### config.mk
export PLATFORM = sky130hd
export DESIGN_NAME = mcm_clamp
export DESIGN_NICKNAME = d
export VERILOG_FILES = /design/src/sv/mcm_pkg.sv /design/src/sv/mcm_clamp.sv
export VERILOG_INCLUDE_DIRS = /design/src /design/src/sv
export SDC_FILE = /design/constraint.sdc
export NUM_CORES = 1
export LEC_CHECK = 0
export BUFFER_PORTS_ARGS = -buffer_cell sky130_fd_sc_hd__buf_2
export CAP_MARGIN = 20
export CORE_AREA = 2 2 205 207
export DETAILED_ROUTE_END_ITERATION = 6
export DIE_AREA = 0 0 207 209
export PLACE_DENSITY = 0.42
export SYNTH_ARGS = -nofsm -noshare
export SYNTH_HDL_FRONTEND = slang
export SYNTH_SLANG_ARGS = --single-unit
### constraint.sdc
create_clock -name clock -period 8.09 [get_ports clock]
set_input_delay 1.618 -clock clock [delete_from_list [all_inputs] [get_ports clock]]
set_output_delay 1.618 -clock clock [all_outputs]
set_load 0.005 [all_outputs]
### src/sv/matrix4_column_multiplier_unit_defines.svh
// Assertion macros shared by the matrix column multiplier modules.
`ifndef MATRIX4_COLUMN_MULTIPLIER_UNIT_DEFINES_SVH
`define MATRIX4_COLUMN_MULTIPLIER_UNIT_DEFINES_SVH

// Check that a condition holds in the same cycle as its trigger.
`define MCM_ASSERT_NOW(lbl, ante, cons, msg) \
   lbl: assert property (@(posedge clock) disable iff (reset) (ante) |-> (cons)) \
      else $error(msg);

// Check that a condition holds in the cycle after its trigger.
`define MCM_ASSERT_NEXT(lbl, ante, cons, msg) \
   lbl: assert property (@(posedge clock) disable iff (reset) (ante) |=> (cons)) \
      else $error(msg);

`endif

### src/sv/mcm_pkg.sv
// Shared constants and types of the matrix column multiplier.
`timescale 1ns / 1ps

package mcm_pkg;

   // Matrix size and fixed-point format.
   localparam int DIM       = 4;
   localparam int FRAC_BITS = 16;
   localparam int NUM_ELEMS = 4;
   localparam int DATA_W    = 32;
   localparam int COL_W     = 2;
   localparam int PROD_W    = 2 * DATA_W;
   localparam int ACC_W     = PROD_W + $clog2(DIM);
   localparam int CELL_W    = $clog2(DIM);
   localparam int IDX_W     = (CELL_W > COL_W) ? CELL_W : COL_W;

   // Request commands.
   typedef enum logic {
      CMD_LOAD     = 1'b0,
      CMD_MULTIPLY = 1'b1
   } cmd_type;

   typedef logic [DATA_W-1:0] word_type;

   // One request as it travels down the chain.
   typedef struct packed {
      logic                         valid;
      cmd_type                      cmd;
      logic [COL_W-1:0]             col;
      word_type [NUM_ELEMS-1:0]     elems;
   } item_type;

   // Request plus the partial row sums formed so far.
   typedef struct packed {
      item_type                     item;
      logic [DIM-1:0][ACC_W-1:0]    acc;
   } stage_type;

endpackage

### src/sv/mcm_clamp.sv
// Final stage: shifts the row sums, saturates them and holds the result.
`timescale 1ns / 1ps
`include "matrix4_column_multiplier_unit_defines.svh"

module mcm_clamp (
   input  logic                                           clock,
   input  logic                                           reset,
   input  logic                                           advance,
   input  mcm_pkg::stage_type                             chain_in,
   output logic                                           rsp_valid,
   output logic [mcm_pkg::COL_W-1:0]                      rsp_column,
   output mcm_pkg::word_type [mcm_pkg::NUM_ELEMS-1:0]     rsp_res,
   output logic                                           rsp_saturated
);

   localparam mcm_pkg::word_type WORD_MAX = {1'b0, {(mcm_pkg::DATA_W - 1){1'b1}}};
   localparam mcm_pkg::word_type WORD_MIN = ~WORD_MAX;

   logic [mcm_pkg::DIM-1:0][mcm_pkg::ACC_W-1:0]        shifted;
   logic [mcm_pkg::DIM-1:0]                            row_fits;
   mcm_pkg::word_type [mcm_pkg::DIM-1:0]               row_val;
   mcm_pkg::word_type [mcm_pkg::NUM_ELEMS-1:0]         res_in;
   logic                                               sat_in;
   logic                                               valid_in;
   logic                                               rsp_valid_ff;
   logic [mcm_pkg::COL_W-1:0]                          rsp_column_ff;
   mcm_pkg::word_type [mcm_pkg::NUM_ELEMS-1:0]         rsp_res_ff;
   logic                                               rsp_sat_ff;
   logic                                               any_limit;

   // Arithmetic shift by the fraction bits, then clamp to 32 bits.
   always_comb begin
      sat_in = 1'b0;
      for (int r = 0; r < mcm_pkg::DIM; r++) begin
         shifted[r]  = mcm_pkg::ACC_W'($signed(chain_in.acc[r]) >>> mcm_pkg::FRAC_BITS);
         row_fits[r] = (&shifted[r][mcm_pkg::ACC_W-1:mcm_pkg::DATA_W-1]) ||
                       !(|shifted[r][mcm_pkg::ACC_W-1:mcm_pkg::DATA_W-1]);
         if (row_fits[r]) begin
            row_val[r] = shifted[r][mcm_pkg::DATA_W-1:0];
         end else if (shifted[r][mcm_pkg::ACC_W-1]) begin
            row_val[r] = WORD_MIN;
         end else begin
            row_val[r] = WORD_MAX;
         end
         sat_in = sat_in | !row_fits[r];
      end
   end

   // Rows beyond the matrix size read as zero.
   always_comb begin
      for (int r = 0; r < mcm_pkg::NUM_ELEMS; r++) begin
         if (r < mcm_pkg::DIM) begin
            res_in[r] = row_val[r];
         end else begin
            res_in[r] = '0;
         end
      end
      valid_in = chain_in.item.valid && (chain_in.item.cmd == mcm_pkg::CMD_MULTIPLY);
   end

   // Output register; only multiply requests give a result.
   always_ff @(posedge clock) begin
      if (reset) begin
         rsp_valid_ff <= 1'b0;
      end else if (advance) begin
         rsp_valid_ff  <= valid_in;
         rsp_column_ff <= chain_in.item.col;
         rsp_res_ff    <= res_in;
         rsp_sat_ff    <= sat_in;
      end
   end

   assign rsp_valid     = rsp_valid_ff;
   assign rsp_column    = rsp_column_ff;
   assign rsp_res       = rsp_res_ff;
   assign rsp_saturated = rsp_sat_ff;

   // A saturated result must show at least one clamped element.
   always_comb begin
      any_limit = 1'b0;
      for (int r = 0; r < mcm_pkg::NUM_ELEMS; r++) begin
         any_limit = any_limit | (rsp_res_ff[r] == WORD_MAX) | (rsp_res_ff[r] == WORD_MIN);
      end
   end

   `MCM_ASSERT_NOW(a_sat_limit, rsp_valid_ff && rsp_sat_ff, any_limit, "flag without clamp")
   `MCM_ASSERT_NEXT(a_load_silent, advance && chain_in.item.valid && chain_in.item.cmd == mcm_pkg::CMD_LOAD, !rsp_valid_ff, "load gave a result")

endmodule

After elaboration in Yosys (flattened, before gate mapping)
Index checks and enable logic that the tools add are counted.
{ "word_totals": {"memories": 0, "input_bits": 399, "romBits": 0, "latchBits": 0, "register_bits": 132, "ram_bits": 0, "elab_cells": 41, "out_inout_bits": 132} }
{ "op_classes": {"addsub": 0, "div_mod_pow": 0, "n_mux": 8, "order_cmp": 0, "bitwise": 4, "n_reduce_logical": 22, "n_shift": 0, "n_mul": 0, "n_eq_ne": 0} }
{ "ops": {"columns": ["cell", "n"], "rows": [
  ["$mux W32", 8],
  ["$reduce_and A19 Y1", 4],
  ["$reduce_or A19 Y1", 4],
  ["$logic_not A1 Y1", 8],
  ["$logic_or A1 B1 Y1", 4],
  ["$or A1 B1 Y1", 3],
  ["$reduce_and A2 Y1", 1],
  ["$logic_and A1 B1 Y1", 1],
  ["$not A1 Y1", 1]
]} }

Logic depth before layout (Yosys ltp)
{ "logic_depth": {"word_depth": 7, "depth_mapped": 6, "ltp_nobuf": 5} }

Least setup slack after synthesis
Ideal clock, no wire load.
{ "synth_timing": {"path_kind": "input -> register", "start": "in reset", "end": "reg rsp_column_ff (netlist bit rsp_column[0]) (enable)", "t_arrival_ns": 7.431, "stages": 1, "n_path_buf": 0, "slack_ns": 0.018, "required_time_ns": 7.449, "setup_time_ns": 0.641, "cell_sequence": "nor2b_1"} }
{ "synth_via": {"elab_chain_len": 2} }
{ "synth_rtl": {"columns": ["element", "line_no", "text"], "rows": [
  ["start, declared", "mcm_clamp.sv:7", "input logic reset,"],
  ["$not A1 Y1 (no line)", null, null],
  ["$reduce_and A2 Y1 (no line)", null, null],
  ["end signal, assigned", "mcm_clamp.sv:67", "rsp_column_ff <= chain_in.item.col;"],
  ["end, declared", "mcm_clamp.sv:26", "logic [mcm_pkg::COL_W-1:0] rsp_column_ff;"]
]} }
Every way passes these cells.
A chain may end at the register's enable or synchronous reset.

Worst setup path after layout
{ "layout_timing": {"start": "in chain_in[58] in the netlist's numbering", "end": "reg rsp_sat_ff, in the netlist rsp_saturated (data pin)"} }
{ "layout_via": {"elab_chain_len": 7, "word_cells_on_any_way": 8, "cone_classes": "3 x bitwise; 5 x reduce/logical"} }
{ "layout_rtl": {"columns": ["element", "line_no", "text"], "rows": [
  ["start, declared", "mcm_clamp.sv:9", "input mcm_pkg::stage_type chain_in,"],
  ["$reduce_or A19 Y1", "mcm_clamp.sv:37", "!(|shifted[r][mcm_pkg::ACC_W-1:mcm_pkg::DATA_W-1]);"],
  ["$logic_not A1 Y1", "mcm_clamp.sv:37", null],
  ["$logic_or A1 B1 Y1 (*)", "mcm_clamp.sv:36", "row_fits[r] = (&shifted[r][mcm_pkg::ACC_W-1:mcm_pkg::DATA_W-1]) ||"],
  ["$logic_not A1 Y1 (*)", "mcm_clamp.sv:45", "sat_in = sat_in | !row_fits[r];"],
  ["$or A1 B1 Y1 (*) (3 in series)", "mcm_clamp.sv:45", null],
  ["net sat_in", "mcm_clamp.sv:23", "logic sat_in;"],
  ["end signal, assigned", "mcm_clamp.sv:69", "rsp_sat_ff <= sat_in;"],
  ["end, declared", "mcm_clamp.sv:28", "logic rsp_sat_ff;"]
]} }
The timed path passes the listed nets; every way through them passes the cells marked *.

==> results by group <==
Outcome
  • Status: finished clean

Clock tree
  • Worst-Skew Late Latency: 430 ps
  • Post-cts repair resize count: 0
  • Clock sink count: 132
  • Post-CTS setup buffer count: 0
  • Root Driver: clkbuf_16
  • H-tree level count: 4
  • Max Root-Sink Buffers: 2
  • Post-CTS Hold Fix Bufs: 0
  • Worst-path clk slew: approximately 60 ps
  • CTS Buf Count: 17
  • CTS tree: done

Timing
  • Final setup fails: 0
  • Pins Over Slew Limit: 0
  • Normalized max-slew margin: 38.9%
  • Period minus WS final: 3360 ps
  • Final worst setup slack: 4730 ps
  • Final clock period utilization by the worst path: 41.5%
  • Final Skew: 0 ps
  • Slew at the pin with the worst max-slew slack: 917 ps
  • Hold Vio Cnt, Final: 0
  • Setup TNS: 0 ps
  • Max frequency: 0.298 GHz
  • Unrepaired setup endpoints after global routing: no

Critical path
  • Req. time, crit path: 8220 ps
  • Critical path class: in -> reg
  • Cell Chain, Critical Path: buf_2 > nor4_1 > nand4_1 > nor4_2 > a31o_2 > nand4_1
  • Worst Path Max Fanout: 32
  • Crit-path slowest cell: a31o_2
  • WP data arrival: roughly 3500 ps
  • CP bufs+invs: 1
  • CP Capture Type: register
  • Most common cell on crit path: nand4_1
  • CP delay by family, top: simple AND/OR/NAND/NOR gates
  • Critical path's largest stage delay: 690 ps
  • Worst Setup Start Kind: primary input

Detailed routing
  • WL per Instance: about 16 um
  • Drt via density: 3.57
  • TritonRoute pass-1 iters: 4
  • Routed length on met1: 8500 um
  • Routed WL: 20100 um
  • Via count: about 4400
  • Residual DRC: 0
  • Top layer in use: met5
  • Met2 WL: a little over 9000 um
  • Wire length on met3: 2240 um
  • Post-route ant nets: 0
  • 1st-iter DRT viols: 249

GRT
  • Overall Global Routing Usage: 9.31%
  • First-pass GRT wire length: 29300 um
  • Vias in the first global route: between 4000 and 5000
  • GRT overflow: 0
  • Initial antenna violation count: 2
  • Largest net degree at the start of global routing: 65

Floorplan
  • I/O pin count: about 530
  • Die W: between 200 and 250 um
  • Die Y-Extent: 209 um
  • Initial Utilization: between 10 and 15%
  • CORE AREA: 41300 sq um
  • Rows: 75
  • Die area: 43300 sq um

Placed design
  • Post-DP Area: 7910 sq um
  • IO Port Bufs: 338
  • Routability cong.: 0.803
  • Post-Place Worst Slack: about 4300 ps
  • DP HPWL: 15100 um

Cells and area
  • Design area: 8490 sq um
  • P&R area growth vs syn: 48.7%
  • # nets final: 1083
  • Share of layout cells above drive strength 1: between 60% and 70%

Yosys
  • Largest area contributor in the netlist: edfxtp_1
  • Ys Warns: 0
  • Share of the synthesized area in the top cell type: 68.9%
  • Syn_nets: 748
  • Distinct cell type count of the synthesized netlist: 21
  • Syn Inst Count: 349
  • Top area cells in the synthesized netlist: edfxtp_1 69%, a21o_2 13%, a21o_1 5.1%, buf_6 3.5%, nand4_1 2.3%
  • Synthesized area per cell: 16.4 sq um
  • Mapped Area: 5710 sq um
  • Seq cells post-synth: approximately 130
  • Register area share after synthesis: roughly 70%

Power and ir drop
  • Max rail drop VDD: approximately 0.15 mV
  • Power per cell area: approximately 210 nW/um^2
  • Static Leak: 3.76 nW

Worst hold path
  • Hold Crit Class: reg -> reg

Flow run
  • Max-cap violations: 0
logic make-up after synthesis:
logic type             synth area share, %
AO/OA/AOI/OAI                         19.8
flip-flops                            69.2
AND/OR/NAND/NOR                       6.20
buffers and inverters                 4.80
final cells by class:
type | instances | area, sq um
flip-flops and latches | 132 | 3950
diodes | 1 | 2.50
well taps | 539 | 674
multi-input cells | 189 | 1540
clock inverters | 14 | 153
repair buffers | 344 | 1740
clock buffers | 18 | 429
fillers | 4564 | 32800
layer usage:
layer  GRT usage, %  up-vias
li1               -     2077
met1           11.1     2084
met2           14.2      238
met3           5.14       17
met4           3.05        2
met5              0        -
path summary, 6_finish.rpt:
path | start | to | slack, ps | depth (start not counted)
max reg2reg | rsp_valid | rsp_valid | 7540 | 2
min | rsp_valid | rsp_valid | 460 | 2
min reg2reg | rsp_valid | rsp_valid | 460 | 2
max | chain_in[58] | rsp_saturated | 4730 | 6
report_power, final:
group          leakage, nW  total [W]  internal, W  switching [W]
Clock                0.285   0.000780     0.000457       0.000323
Combinational         2.24   0.000180    0.0000904      0.0000900
Sequential            1.24   0.000813     0.000803      0.0000101
Total                 3.76    0.00177      0.00135       0.000423
worst reg2reg max path: cells and delay by family (launching register included):
family | cells | cell delay (ps)
AO/OA/AOI/OAI | 1 | 110
flip-flops | 1 | 320
AND/OR/NAND/NOR | 1 | 50
cell usage in the layout, fill, tap and decap left out, drive strengths merged:
| cell type | instances |
|---|---|
| a21o | 124 |
| a21oi | 1 |
| a311oi | 4 |
| a31o | 4 |
| and3 | 4 |
| buf | 344 |
| bufinv | 2 |
| clkbuf | 18 |
| clkinv | 8 |
| clkinvlp | 1 |
| dfxtp | 1 |
| diode | 1 |
| edfxtp | 131 |
| inv | 3 |
| nand2b | 1 |
| nand3 | 1 |
| nand4 | 21 |
| nor2 | 8 |
| nor2b | 1 |
| nor4 | 20 |
sequential cells by signal (all words and copies together), names as in the netlist:
signal	cells
rsp_res	128
rsp_column	2
rsp_saturated	1
rsp_valid	1
synth_stat cells:
cell type and n:
a311oi_1 1, nand3_1 1, dlygate4sd3_1 3, a21o_1 39, nand4_1 21, a21oi_1 1, buf_6 18, edfxtp_1 131
nor2b_1 1, a311oi_2 3, buf_4 3, clkbuf_1 1, a31o_2 4, dfxtp_1 1, nand2b_1 1, a21o_2 85
nor4_2 4, nor2_1 8, nor4_1 16, and3_1 4, buf_2 3
stage by stage:
stage          hold WS (ps)  util, %  total power [W]  instances
6_report                463     20.6          0.00177       1237
5_1_grt                 490     20.6          0.00187       1237
4_1_cts                 466     20.6          0.00182       1236
3_5_place_dp            457     19.2          0.00101       1204
3_3_place_gp            461     19.2          0.00101       1204
2_1_floorplan           455        -         0.000895        349
Power figures use the tool's default switching activity.
